$ cat config.mk
export PLATFORM = sky130hd
export DESIGN_NAME = ir_ambient_cancel_sequencer
export DESIGN_NICKNAME = d
export VERILOG_FILES = /design/src/acs_pkg.sv /design/src/ir_ambient_cancel_sequencer.sv /design/src/acs_phase.sv /design/src/acs_capture.sv /design/src/acs_calc.sv
export SDC_FILE = /design/constraint.sdc
export NUM_CORES = 1
export LEC_CHECK = 0
export BUFFER_PORTS_ARGS = -buffer_cell sky130_fd_sc_hd__buf_2
export CAP_MARGIN = 10
export CORE_MARGIN = 2
export CORE_UTILIZATION = 39
export DETAILED_ROUTE_END_ITERATION = 8
export GPL_ROUTABILITY_DRIVEN = 0
export HOLD_SLACK_MARGIN = 0.08
export PLACE_DENSITY = 0.56
export REMOVE_ABC_BUFFERS = 1
export SLEW_MARGIN = 20
export SYNTH_ARGS = -nofsm -noshare
export SYNTH_HDL_FRONTEND = slang
export SYNTH_SLANG_ARGS = --single-unit
$ cat constraint.sdc
create_clock -name i_clk -period 8.7 [get_ports i_clk]
set_input_delay 0 -clock i_clk [delete_from_list [all_inputs] [get_ports i_clk]]
set_output_delay 0 -clock i_clk [all_outputs]
set_load 0.1 [all_outputs]
$ cat src/acs_pkg.sv
// Shared types and constants of the ambient-cancelling IR sequencer.
// No dependencies; imported by every module of the block.
package acs_pkg;

    // Default sample width of the ADC.
    localparam int SAMPLE_BITS_DEF = 12;

    // Item function codes.
    localparam logic [1:0] FUNC_TICK    = 2'd0;
    localparam logic [1:0] FUNC_SAMPLE  = 2'd1;
    localparam logic [1:0] FUNC_RESTART = 2'd2;

    // Samples per capture pair; count value that means the pair is complete.
    localparam logic [1:0] PAIR_LEN = 2'd2;

    // Capture buffer select.
    localparam logic TARGET_AMBIENT = 1'b0;
    localparam logic TARGET_LIT     = 1'b1;

    // Sequencer phases.
    typedef enum logic [2:0] {
        PH_AMB_FIRST  = 3'd0,
        PH_AMB_SECOND = 3'd1,
        PH_EMIT_ON    = 3'd2,
        PH_SETTLE     = 3'd3,
        PH_LIT_FIRST  = 3'd4,
        PH_LIT_SECOND = 3'd5,
        PH_EMIT_OFF   = 3'd6,
        PH_CALC       = 3'd7
    } t_phase;

    // Commands from the sequencer to the capture and calculation units.
    typedef struct packed {
        logic arm;      // arm capture of the next two samples
        logic target;   // buffer to arm
        logic convert;  // conversion request pulse
        logic calc;     // compute the reading
    } t_seq_ctrl;

endpackage

$ cat src/ir_ambient_cancel_sequencer.sv
// Top level of the ambient-cancelling IR proximity sequencer.
// Depends on acs_pkg, acs_phase, acs_capture and acs_calc.
//
//  channel  | handshake          | payload
//  ---------+--------------------+--------------------------------------------------
//  input    | i_valid / o_ready  | i_func, i_sample
//  result   | o_valid / i_ready  | o_led_on, o_convert_start, o_capture_arm,
//           |                    | o_ir_value, o_phase, o_done_res
//
// One item per clock while o_ready is high: the state update for an item is done in the
// cycle it is accepted, and its result is loaded into the output register at that edge.
// o_valid rises in the cycle after acceptance.
// The output register is the only buffer: a new item is taken whenever the
// register is empty or its result is being taken in the same cycle.
// Reset (i_rst_n low, synchronous) clears phase, buffers, reading, flags and o_valid.
module ir_ambient_cancel_sequencer #(
    parameter int SAMPLE_BITS = acs_pkg::SAMPLE_BITS_DEF
) (
    input  logic                   i_clk,
    input  logic                   i_rst_n,
    input  logic                   i_valid,
    output logic                   o_ready,
    input  logic [1:0]             i_func,
    input  logic [SAMPLE_BITS-1:0] i_sample,
    output logic                   o_valid,
    input  logic                   i_ready,
    output logic                   o_led_on,
    output logic                   o_convert_start,
    output logic                   o_capture_arm,
    output logic [SAMPLE_BITS-1:0] o_ir_value,
    output logic [2:0]             o_phase,
    output logic                   o_done_res
);
    import acs_pkg::*;

    logic                        fire;
    t_seq_ctrl                   ctrl;
    t_phase                      n_phase;
    logic                        n_emitter, n_done, pair_done;
    logic [1:0][SAMPLE_BITS-1:0] ambient, lit;
    logic [SAMPLE_BITS-1:0]      n_ir;

    logic                        r_out_valid, n_out_valid;
    logic                        r_emitter, r_convert, r_arm, r_done;
    logic [SAMPLE_BITS-1:0]      r_ir;
    logic [2:0]                  r_phase;

    assign o_ready = !r_out_valid || i_ready;
    assign fire    = i_valid && o_ready;

    acs_phase u_phase (
        .i_clk       (i_clk),
        .i_rst_n     (i_rst_n),
        .i_fire      (fire),
        .i_func      (i_func),
        .i_pair_done (pair_done),
        .o_ctrl      (ctrl),
        .o_n_phase   (n_phase),
        .o_n_emitter (n_emitter),
        .o_n_done    (n_done)
    );

    acs_capture #(.SAMPLE_BITS(SAMPLE_BITS)) u_capture (
        .i_clk       (i_clk),
        .i_rst_n     (i_rst_n),
        .i_fire      (fire),
        .i_func      (i_func),
        .i_sample    (i_sample),
        .i_ctrl      (ctrl),
        .o_pair_done (pair_done),
        .o_ambient   (ambient),
        .o_lit       (lit)
    );

    acs_calc #(.SAMPLE_BITS(SAMPLE_BITS)) u_calc (
        .i_clk     (i_clk),
        .i_rst_n   (i_rst_n),
        .i_ctrl    (ctrl),
        .i_ambient (ambient),
        .i_lit     (lit),
        .o_n_ir    (n_ir)
    );

    // Hold the result until taken; refill on every accepted item.
    assign n_out_valid = fire || (r_out_valid && !i_ready);

    always_ff @(posedge i_clk) begin
        if (!i_rst_n) begin
            r_out_valid <= 1'b0;
        end else begin
            r_out_valid <= n_out_valid;
        end
    end

    always_ff @(posedge i_clk) begin
        if (fire) begin
            r_emitter <= n_emitter;
            r_convert <= ctrl.convert;
            r_arm     <= ctrl.arm;
            r_ir      <= n_ir;
            r_phase   <= n_phase;
            r_done    <= n_done;
        end
    end

    assign o_valid         = r_out_valid;
    assign o_led_on        = r_emitter;
    assign o_convert_start = r_convert;
    assign o_capture_arm   = r_arm;
    assign o_ir_value      = r_ir;
    assign o_phase         = r_phase;
    assign o_done_res      = r_done;

endmodule

$ cat src/acs_phase.sv
// Phase sequencer: phase register, emitter level and done flag.
// Depends on acs_pkg.
module acs_phase (
    input  logic               i_clk,
    input  logic               i_rst_n,
    input  logic               i_fire,
    input  logic [1:0]         i_func,
    input  logic               i_pair_done,
    output acs_pkg::t_seq_ctrl o_ctrl,
    output acs_pkg::t_phase    o_n_phase,
    output logic               o_n_emitter,
    output logic               o_n_done
);
    import acs_pkg::*;

    t_phase    r_phase, n_phase;
    logic      r_emitter, n_emitter;
    logic      r_done, n_done;
    t_seq_ctrl ctrl;
    logic      tick;

    assign tick = i_fire && (i_func == FUNC_TICK);

    // Advance the phase on a tick, holding first-sample phases until the pair is in; restart returns to PH_AMB_FIRST.
    always_comb begin
        n_phase = r_phase;
        if (i_fire && (i_func == FUNC_RESTART)) begin
            n_phase = PH_AMB_FIRST;
        end else if (tick) begin
            case (r_phase)
                PH_AMB_FIRST:  if (i_pair_done) n_phase = PH_AMB_SECOND;
                PH_AMB_SECOND: n_phase = PH_EMIT_ON;
                PH_EMIT_ON:    n_phase = PH_SETTLE;
                PH_SETTLE:     n_phase = PH_LIT_FIRST;
                PH_LIT_FIRST:  if (i_pair_done) n_phase = PH_LIT_SECOND;
                PH_LIT_SECOND: n_phase = PH_EMIT_OFF;
                PH_EMIT_OFF:   n_phase = PH_CALC;
                default:       n_phase = PH_CALC;
            endcase
        end
    end

    // Drive pulses, emitter and done for this item.
    always_comb begin
        ctrl      = '0;
        n_emitter = r_emitter;
        n_done    = r_done;
        if (i_fire && (i_func == FUNC_RESTART)) begin
            n_emitter = 1'b0;
            n_done    = 1'b0;
        end else if (tick) begin
            case (r_phase)
                PH_AMB_FIRST, PH_LIT_FIRST: begin
                    ctrl.arm     = i_pair_done;
                    ctrl.convert = i_pair_done;
                    ctrl.target  = (r_phase == PH_LIT_FIRST) ? TARGET_LIT : TARGET_AMBIENT;
                end
                PH_AMB_SECOND, PH_LIT_SECOND: ctrl.convert = 1'b1;
                PH_EMIT_ON:  n_emitter = 1'b1;
                PH_EMIT_OFF: n_emitter = 1'b0;
                PH_CALC: begin
                    ctrl.calc = 1'b1;
                    n_done    = 1'b1;
                end
                default: ;
            endcase
        end
    end

    always_ff @(posedge i_clk) begin
        if (!i_rst_n) begin
            r_phase   <= PH_AMB_FIRST;
            r_emitter <= 1'b0;
            r_done    <= 1'b0;
        end else begin
            r_phase   <= n_phase;
            r_emitter <= n_emitter;
            r_done    <= n_done;
        end
    end

    assign o_ctrl      = ctrl;
    assign o_n_phase   = n_phase;
    assign o_n_emitter = n_emitter;
    assign o_n_done    = n_done;

endmodule

$ cat src/acs_capture.sv
// Sample capture: ambient and lit pair buffers with their write pointer.
// Depends on acs_pkg.
module acs_capture #(
    parameter int SAMPLE_BITS = acs_pkg::SAMPLE_BITS_DEF
) (
    input  logic                              i_clk,
    input  logic                              i_rst_n,
    input  logic                              i_fire,
    input  logic [1:0]                        i_func,
    input  logic [SAMPLE_BITS-1:0]            i_sample,
    input  acs_pkg::t_seq_ctrl                i_ctrl,
    output logic                              o_pair_done,
    output logic [1:0][SAMPLE_BITS-1:0]       o_ambient,
    output logic [1:0][SAMPLE_BITS-1:0]       o_lit
);
    import acs_pkg::*;

    logic                        r_target;
    logic [1:0]                  r_count;
    logic [1:0][SAMPLE_BITS-1:0] r_ambient;
    logic [1:0][SAMPLE_BITS-1:0] r_lit;
    logic                        take;

    assign o_pair_done = (r_count >= PAIR_LEN);
    assign take        = i_fire && (i_func == FUNC_SAMPLE) && !o_pair_done;

    // Arm on the sequencer's request; store samples while the pair is open.
    always_ff @(posedge i_clk) begin
        if (!i_rst_n) begin
            r_target  <= TARGET_AMBIENT;
            r_count   <= PAIR_LEN;
            r_ambient <= '0;
            r_lit     <= '0;
        end else if (i_ctrl.arm) begin
            r_target <= i_ctrl.target;
            r_count  <= '0;
        end else if (take) begin
            if (r_target == TARGET_LIT) begin
                r_lit[r_count[0]] <= i_sample;
            end else begin
                r_ambient[r_count[0]] <= i_sample;
            end
            r_count <= r_count + 2'd1;
        end
    end

    assign o_ambient = r_ambient;
    assign o_lit     = r_lit;

endmodule

$ cat src/acs_calc.sv
// Reading calculation: pair averages, difference clamped at zero, result register.
// Depends on acs_pkg.
module acs_calc #(
    parameter int SAMPLE_BITS = acs_pkg::SAMPLE_BITS_DEF
) (
    input  logic                        i_clk,
    input  logic                        i_rst_n,
    input  acs_pkg::t_seq_ctrl          i_ctrl,
    input  logic [1:0][SAMPLE_BITS-1:0] i_ambient,
    input  logic [1:0][SAMPLE_BITS-1:0] i_lit,
    output logic [SAMPLE_BITS-1:0]      o_n_ir
);
    import acs_pkg::*;

    logic [SAMPLE_BITS-1:0] r_ir, n_ir;
    logic [SAMPLE_BITS:0]   amb_sum, lit_sum;
    logic [SAMPLE_BITS-1:0] amb_avg, lit_avg;

    // Average each pair, then subtract and clamp.
    always_comb begin
        amb_sum = {1'b0, i_ambient[0]} + {1'b0, i_ambient[1]};
        lit_sum = {1'b0, i_lit[0]} + {1'b0, i_lit[1]};
        amb_avg = amb_sum[SAMPLE_BITS:1];
        lit_avg = lit_sum[SAMPLE_BITS:1];
        n_ir    = r_ir;
        if (i_ctrl.calc) begin
            n_ir = (lit_avg > amb_avg) ? (lit_avg - amb_avg) : '0;
        end
    end

    always_ff @(posedge i_clk) begin
        if (!i_rst_n) begin
            r_ir <= '0;
        end else begin
            r_ir <= n_ir;
        end
    end

    assign o_n_ir = n_ir;

endmodule

==> Yosys cells after proc, flatten, opt, wreduce, memory -nomap -nowiden <==
Index checks and enable logic that the tools add are counted.
{ "totals": {"ff_bits": 88, "word_cells": 85, "out_inout_bits": 21} }
{ "op_classes": {"n_mux": 25, "reduce_logical": 21, "addsub": 4, "bitwise_logic": 4, "n_eq_ne": 9, "order_cmp": 4} }
{ "ops": {"columns": ["op", "n"], "rows": [
  ["$bwmux 24", 2],
  ["$mux 12", 3],
  ["$add 12x12->13", 2],
  ["$pmux 3 s6", 1],
  ["$demux 12 s1", 1],
  ["$eq 3x3->1 const B", 4],
  ["$gt 12x12->1", 1],
  ["$mux 3", 4],
  ["$sub 12x12->12", 1],
  ["$mux 4", 2],
  ["$reduce_or 2->1", 4],
  ["$logic_and 1x1->1", 7],
  ["$mux 1", 7],
  ["$eq 3x2->1 const B", 2],
  ["$mux 2", 3],
  ["$reduce_and 3->1", 2],
  ["$not 1->1", 4],
  ["$pmux 1 s2", 2],
  ["$eq 3x1->1 const B", 1],
  ["$logic_not 1->1", 3],
  ["$logic_not 3->1", 1],
  ["$add 2x1->2 const B", 1],
  ["$eq 2x1->1 const B", 1],
  ["$eq 2x2->1 const B", 1],
  ["other kinds (6)", 7]
]} }

==> Longest topological paths before layout <==
Gate-level depths: netlist of run 1.
{ "logic_depth": {"depth_word": 8, "depth_mapped": 17} }

==> Hierarchy <==
From an unflattened synthesis of run 1, not the netlist that was laid out.
{ "hier_totals": {"cells_unflattened": 549, "hier_area_um2": 5177.5} }
{ "by_module_without_submodules": {"columns": ["module", "seq_area_each_um2", "area_each_um2", "cells_per_inst", "instances"], "rows": [
  ["acs_calc", 240.2, 2267.2, 291, 1],
  ["acs_capture", 1021.0, 1941.9, 191, 1],
  ["ir_ambient_cancel_sequencer", 590.6, 628.1, 24, 1],
  ["acs_phase", 100.1, 340.3, 43, 1]
]} }

==> Worst setup path before layout of run 1 <==
OpenSTA, ideal clock, no wires.
{ "synth_path": {"path_type": "register -> register", "from": "register u_capture.r_lit, in the netlist u_capture.o_lit[12]", "to": "register r_ir[10] (netlist: o_ir_value[10]) (data pin)", "setup_slack_ns": 5.031, "path_buffers": 1, "setup_time_ns": 0.260, "required_ns": 8.440, "arrival_time_ns": 3.409, "path_stages_with_launch": 16, "synth_period_minus_slack_ns": 3.669, "path_cell_list": "dfxtp_1 and2_1 fa_1 a21o_1 a21oi_1 o21ai_0 nor4_1 nor3_1 xor2_1 ha_1 a21o_1 a221o_1 and2_4 o31a_1 buf_6 a32o_1"} }
{ "synth_between": {"elab_chain_cells": 4} }
{ "synth_rtl": {"columns": ["element", "line", "source"], "rows": [
  ["from (decl)", "acs_capture.sv:21", "logic [1:0][SAMPLE_BITS-1:0] r_lit;"],
  ["from (signal, indexed assignment)", "acs_capture.sv:39", "r_lit[r_count[0]] <= i_sample;"],
  ["$add 12x12->13 (*)", "acs_calc.sv:22", "lit_sum = {1'b0, i_lit[0]} + {1'b0, i_lit[1]};"],
  ["$sub 12x12->12 or $gt 12x12->1 (tied branches)", "acs_calc.sv:27", "n_ir = (lit_avg > amb_avg) ? (lit_avg - amb_avg) : '0;"],
  ["$mux 12 (*)", "acs_calc.sv:27", null],
  ["$mux 12 (*)", "acs_calc.sv:26", "if (i_ctrl.calc) begin"],
  ["named net n_ir[10]", "ir_ambient_cancel_sequencer.sv:41", "logic [SAMPLE_BITS-1:0] n_ir;"],
  ["to (signal assigned)", "ir_ambient_cancel_sequencer.sv:100", "r_ir <= n_ir;"],
  ["to (decl)", "ir_ambient_cancel_sequencer.sv:45", "logic [SAMPLE_BITS-1:0] r_ir;"]
]} }
Mark *: on every way through the listed nets, which the timed path passes. The rest lies on a longest branch.
A chain may end at the register's enable or synchronous reset.

==> Worst setup path in the final report of run 1 <==
{ "layout_path": {"from": "register u_capture.r_lit, in the netlist u_capture.o_lit[12]", "to": "register u_calc.r_ir[11]"} }
{ "layout_between": {"elab_chain_cells": 4} }
{ "layout_rtl": {"columns": ["element", "line", "source"], "rows": [
  ["$add 12x12->13 (*)", "acs_calc.sv:22", null],
  ["$sub 12x12->12 or $gt 12x12->1 (tied branches)", "acs_calc.sv:27", null],
  ["$mux 12 (*)", "acs_calc.sv:27", null],
  ["$mux 12 (*)", "acs_calc.sv:26", null],
  ["named net n_ir[11]", "ir_ambient_cancel_sequencer.sv:41", null],
  ["to (signal assigned)", "acs_calc.sv:35", "r_ir <= n_ir;"],
  ["to (decl)", "acs_calc.sv:15", "logic [SAMPLE_BITS-1:0] r_ir, n_ir;"]
]} }
Marks and branches as above.

==> results of run 1 <==
==> registers in the layout, indices dropped and copies added (netlist names), 2 cells and up <==
name                 cells
u_capture.o_lit         24
o_ir_value              12
u_phase.r_phase          3
u_capture.o_ambient     24
u_capture.r_count        2
u_calc.r_ir             12
o_phase                  3
==> cell families after synthesis <==
family | synth area share [%]
DFF | 40.2
muxes | 8.28
and+or+nand+nor | 19.1
xor gates and xnor gates | 3.97
adders and majority gates | 10.3
buffers and inverters | 2.99
AOI/OAI and AO/OA | 15.2
==> per-stage QoR <==
stage,util (%),area (um2)
after CTS,46.7,5630
after floorplan,-,4760
final,46.7,5630
after global placement,42.9,5180
after global routing,46.7,5630
after detailed placement,42.9,5180
==> cells in the mapped netlist (3+ instances only) <==
| cell type | number |
|---|---|
| a211oi_1 | 8 |
| a21boi_0 | 16 |
| a21o_1 | 8 |
| a21oi_1 | 21 |
| a22o_1 | 4 |
| a22oi_1 | 3 |
| a31oi_1 | 4 |
| a32o_1 | 5 |
| and2_1 | 16 |
| and3_1 | 5 |
| clkbuf_1 | 13 |
| dfxtp_1 | 69 |
| edfxtp_1 | 19 |
| fa_1 | 3 |
| ha_1 | 35 |
| inv_1 | 15 |
| mux2i_1 | 39 |
| nand2_1 | 54 |
| nand2b_1 | 7 |
| nand3_1 | 11 |
| nor2_1 | 23 |
| nor2b_1 | 41 |
| nor3_1 | 9 |
| nor4_1 | 3 |
| o21ai_0 | 18 |
| or3_1 | 4 |
| xnor2_1 | 11 |
| xor2_1 | 11 |
==> power groups by stage <==
| stage | Combinational [mW] | Sequential [mW] | Clock (mW) |
|---|---|---|---|
| CTS | 0.0684 | 0.424 | 0.402 |
| finish | 0.0681 | 0.424 | 0.396 |
| global placement | 0.0633 | 0.433 | 0 |
| detailed placement | 0.0632 | 0.433 | 0 |
| floorplan | 0.0124 | 0.466 | 0 |
| global route | 0.0718 | 0.424 | 0.420 |
==> metal layers <==
| metal | share of wire (%) | vias up | global-route usage [%] |
|---|---|---|---|
| met2 | 44 | 62 | 25.4 |
| met3 | 3.5 | 14 | 4.29 |
| li1 | - | 1902 | - |
| met1 | 51 | 1703 | 22.3 |
| met5 | 0 | - | 0 |
| met4 | 1.7 | 0 | 6.18 |
==> worst paths after layout <==
check / cells after the start / from / to / slack [ps]
max: 15 / u_capture.o_lit[12]$_SDFFE_PN0P_ / u_calc.r_ir[11]$_SDFF_PN0_ / 4640
min: 3 / i_ready / o_valid$_SDFF_PN0_ / 120
max reg2reg: 15 / u_capture.o_lit[12]$_SDFFE_PN0P_ / u_calc.r_ir[11]$_SDFF_PN0_ / 4640
min reg2reg: 2 / u_capture.o_lit[19]$_SDFFE_PN0P_ / u_capture.o_lit[19]$_SDFFE_PN0P_ / 470
==> worst max-delay path: stages (launching register included) <==
cell	delay [ps]
dfxtp_1	320
and2_1	170
fa_1	410
a21o_1	180
a21oi_1	210
o21ai_0	180
o21ai_0	240
a21o_1	180
xnor2_1	70
ha_1	410
a21o_1	250
a221o_1	330
and2_4	170
o31a_1	390
a32o_1	300
and2_1	160
==> area by class of cell <==
type / count / area [um2]
well taps: 168 / 210
clock buffers: 10 / 239
inverters: 15 / 56.3
fillers: 1173 / 6430
multi-input cells: 388 / 2760
clock inverters: 6 / 66.3
flip-flops and latches: 88 / 1950
repair buffers: 54 / 348
==> flow_summary.json, run 1 <==
{
  "rsz0062_at_grt": "false",
  "clk_pin_slew_ps": 70,
  "antenna_found_initial": 0,
  "crit_fanout": 12,
  "yosys_warnings": 0,
  "die_y_um": 116,
  "synth_top_flop_cell": "dfxtp_1",
  "fmax_ghz": 0.246,
  "clock_latency_ps": 350,
  "p_leak_nw": 2.48,
  "hp-class": "input pin to flip-flop",
  "slew_violations": 0,
  "cts_resized": 0,
  "placedCellCount": 698,
  "post_cts_buffers": 0,
  "whs_ps": 119,
  "swShare_pct": 24.5,
  "dp_slack_ps": 4630,
  "async_reset_ff_share_pct": 0,
  "synthDistinctLibCells": 53,
  "irDropWorstVdd_mv": 0.0797,
  "hold_viol": 0,
  "avgSynthCellArea_um2": 9.54,
  "viasPerCell": 5.05,
  "drv_cap": 0,
  "intPower_mw": 0.670,
  "start_util_pct": 40.2,
  "hpwl_um": 7350,
  "cts_tree": "built",
  "drtAntennaViolNets": 0,
  "cts.path.max_buffers": 2,
  "dieWidth_um": 116,
  "syn_area_um2": 4850,
  "cts_hold_buf": 15,
  "final_nets": 612,
  "synth_cells": 509,
  "status": "completed",
  "switching_power_mw": 0.217,
  "portBuffers": 38,
  "ys_seq_elements": 88,
  "cts_root_buffer": "clkbuf_16",
  "fp-row-count": 40,
  "first_pass_iters": 6,
  "power.density_nw_per_um2": 158,
  "wirelength_um": 10300,
  "pwr-share-comb_pct": 7.7,
  "finalWorstPathRequiredPeriod_ps": 4060,
  "fin_cells": 729,
  "synth.largest_area_cell": "dfxtp_1",
  "crit_path_start_kind": "flip-flop",
  "setup_viol": 0,
  "yosysTopAreaCellShare_pct": 28.5,
  "tightest_slew_ps": 988,
  "grt_max_degree": 70,
  "critPathCaptureType": "flip-flop",
  "worstPathArrival_ps": 4300,
  "cp_data_required_time_ps": 8940,
  "maxSlewHeadroom_pct": 34.1,
  "layout_common_cells": "dfxtp_1, nand2_1, nor2b_1, mux2i_1, buf_2",
  "grt_overflow_total": 0,
  "drive_above_1_share_pct": 11.1,
  "drtIter0Drc": 266,
  "yosysSeqAreaShare_pct": 40.2,
  "synth.area.top_cells": "dfxtp_1, edfxtp_1, ha_1",
  "syn2layout_area_growth_pct": 16.1,
  "numCtsBuffers": 9,
  "drc": 0,
  "worst_slack_ps": 4640,
  "die_area_um2": 13400,
  "pin_count": 39,
  "clockPowerShare_pct": 44.6,
  "layout_commonest_cell": "dfxtp_1",
  "wire_per_inst_um": 14.1,
  "htree_levels": 3,
  "synth_edf_count": 19,
  "period_share_pct": 46.7,
  "fin_total_pwr_mw": 0.887,
  "critical_path_class": "flip-flop to flip-flop",
  "seqPwrFrac_pct": 47.7,
  "antenna_cells": 0,
  "cts.sink_count": 88,
  "finalClockSkew_ps": 8.10,
  "coreArea_um2": 12100,
  "vias": 3681,
  "tns_ps": 0,
  "grt_pass1_vias": 3498,
  "grt_pass1_wl_um": 17200,
  "grt.total_usage_pct": 16.5
}
Note: power is estimated with default switching activity, not from simulation.
==> inputs of run 2 (changes only) <==
--- a/config.mk
+++ b/config.mk
@@ -5,6 +5,7 @@
 export SDC_FILE = /design/constraint.sdc
 export NUM_CORES = 1
 export LEC_CHECK = 0
+export ABC_AREA = 1
 export BUFFER_PORTS_ARGS = -buffer_cell sky130_fd_sc_hd__buf_2
 export CAP_MARGIN = 10
 export CORE_MARGIN = 2
==> constraint.sdc (replaced) <==
create_clock -name i_clk -period 4.1 [get_ports i_clk]
set_input_delay 0 -clock i_clk [delete_from_list [all_inputs] [get_ports i_clk]]
set_output_delay 0 -clock i_clk [all_outputs]
set_load 0.1 [all_outputs]
==> flow_summary.json, run 2 <==
{
  "power.density_nw_per_um2": 330,
  "grt_overflow_total": 0,
  "cp_data_required_time_ps": 4200,
  "finalWorstPathRequiredPeriod_ps": 3120,
  "status": "completed",
  "yosysSeqAreaShare_pct": 38.2,
  "wirelength_um": 11300,
  "hp-class": "input pin to flip-flop",
  "dieWidth_um": 118,
  "coreArea_um2": 12700,
  "async_reset_ff_share_pct": 0,
  "drtAntennaViolNets": 0,
  "die_area_um2": 14000,
  "die_y_um": 118,
  "fmax_ghz": 0.321,
  "drc": 0,
  "drv_cap": 0,
  "worst_slack_ps": 980,
  "hold_viol": 0,
  "cts.sink_count": 88,
  "htree_levels": 3,
  "wire_per_inst_um": 12.7,
  "synthDistinctLibCells": 41,
  "viasPerCell": 4.79,
  "synth_common_cells": "nand2_1, inv_1, a21oi_1, dfxtp_1, o21ai_0",
  "drive_above_1_share_pct": 12.2,
  "hpwl_um": 8660,
  "grt_max_degree": 54,
  "worstPathArrival_ps": 3220,
  "cts.path.max_buffers": 2,
  "layout_commonest_cell": "nand2_1",
  "critical_path_class": "flip-flop to flip-flop",
  "crit_path_start_kind": "flip-flop",
  "clock_latency_ps": 350,
  "yosys_warnings": 0,
  "tns_ps": 0,
  "antenna_cells": 0,
  "cts_tree": "built",
  "critPathCaptureType": "flip-flop",
  "syn2layout_area_growth_pct": 14.7,
  "fin_total_pwr_mw": 1.93,
  "tightest_slew_ps": 753,
  "grt_pass1_vias": 4067,
  "vias": 4268,
  "num-fill-cells": 1299,
  "maxSlewHeadroom_pct": 49.8,
  "antenna_found_initial": 0,
  "p_leak_nw": 2.63,
  "syn_area_um2": 5100,
  "synth.area.top_cells": "dfxtp_1, edfxtp_1, nand2_1",
  "pin_count": 39,
  "setup_viol": 0,
  "avgSynthCellArea_um2": 7.65,
  "dp_slack_ps": 971,
  "ys_seq_elements": 88,
  "final_nets": 770,
  "portBuffers": 38,
  "slew_violations": 0,
  "crit_fanout": 12,
  "finalClockSkew_ps": 5.60,
  "layout_common_cells": "nand2_1, inv_1, a21oi_1, dfxtp_1, o21ai_0",
  "grt.total_usage_pct": 16.9,
  "synth.largest_area_cell": "dfxtp_1",
  "period_share_pct": 76.1,
  "yosysTopAreaCellShare_pct": 27.1,
  "cts_root_buffer": "clkbuf_16",
  "grt_pass1_wl_um": 19100,
  "fp-row-count": 41,
  "synth_cells": 667,
  "synth_top_flop_cell": "dfxtp_1",
  "synth_edf_count": 19,
  "rsz0062_at_grt": "false",
  "first_pass_iters": 4,
  "synth_most_common_cell": "nand2_1",
  "regToRegSetupSlack_ps": 980,
  "numCtsBuffers": 9,
  "irDropWorstVdd_mv": 0.231,
  "start_util_pct": 40.1,
  "clk_pin_slew_ps": 60,
  "drtIter0Drc": 225
}
==> run 2: cell count changes after synthesis, moves of 8 or more <==
cell / before / now
and2_1: 16 / 1
a21oi_1: 21 / 78
xor2_1: 11 / 19
nand2_2: 0 / 12
o21ai_0: 18 / 56
nand3_1: 11 / 27
nor2_1: 23 / 35
nand2_1: 54 / 124
mux2i_1: 39 / 0
a21boi_0: 16 / 0
inv_1: 15 / 106
nor2b_1: 41 / 0
a21oi_2: 0 / 10
==> run 2: kinds of logic (layout without fill, tap and decap cells) <==
kind of cell	Yosys count	in the layout	share of synthesized area [%]
adders and majority gates	38	38	9.76
AOI/OAI and AO/OA	161	161	17.2
DFF	88	88	38.2
and+or+nand+nor	227	227	20.1
buffers and inverters	127	179	10.2
xor gates and xnor gates	26	26	4.46
==> run 2: report_power, final <==
part           leakage, nW  internal [mW]  total [mW]  switching (mW)
sequential           0.749          0.897       0.902         0.00489
clock                0.148          0.531       0.869           0.339
combinational         1.73         0.0341       0.159           0.125
==> run 2: final cells by class <==
type / instances / area, um2 / share of cell area, %
inverter: 111 / 417 / 7.12
sequential: 88 / 1950 / 33.3
multi-input combinational: 452 / 2630 / 44.9
tap: 172 / 215 / 3.68
timing repair buffer: 52 / 330 / 5.64
clock inverter: 6 / 83.8 / 1.43
clock buffer: 10 / 229 / 3.91
==> run 2: per-layer routing <==
layer,vias up,track usage (%),routed length [um]
met1,1898,21.2,5340
met4,0,5.73,184
li1,2279,-,-
met2,78,28.6,5340
met3,13,3.67,431
met5,-,0,0
==> run 2: worst max-delay path: stages, from the launching register on <==
cell and delay (ps):
dfxtp_1 310, nand2_1 120, inv_1 90, fa_1 450
nand3_1 100, nand2_1 80, nand2_1 80, o2111ai_1 160
xor2_1 190, ha_1 390, nand2_1 110, nor2_1 190
and3_1 180, nor2_1 40, nand2_1 90, inv_2 130
nand2_1 130, nand2_1 50
==> run 2: final timing paths <==
check | start | endpoint | cells past startpoint
min | i_func[0] | u_phase.r_phase[2]$_SDFF_PN0_ | 3
max reg2reg | u_capture.o_lit[0]$_SDFFE_PN0P_ | o_ir_value[11]$_DFFE_PP_ | 17
min reg2reg | u_capture.o_lit[12]$_SDFFE_PN0P_ | u_capture.o_lit[12]$_SDFFE_PN0P_ | 2
max | u_capture.o_lit[0]$_SDFFE_PN0P_ | o_ir_value[11]$_DFFE_PP_ | 17
==> run 2: stage by stage <==
step / std cells / instance area, um2 / utilization [%] / hold slack [ps]
global route: 891 / 5860 / 46.0 / 149
CTS: 891 / 5860 / 46.0 / 111
detailed placement: 861 / 5400 / 42.5 / 300
finish: 891 / 5860 / 46.0 / 118
floorplan: 651 / 5000 / - / 68.7
global placement: 861 / 5400 / 42.5 / 274
==> run 2: repair_timing <==
| action | 4_1_cts | 5_1_grt |
|---|---|---|
| hold endpoints to repair | 49 | 0 |
| resized for setup | 0 | 0 |
| setup buffers | 0 | 0 |
| hold buffers | 14 | 0 |
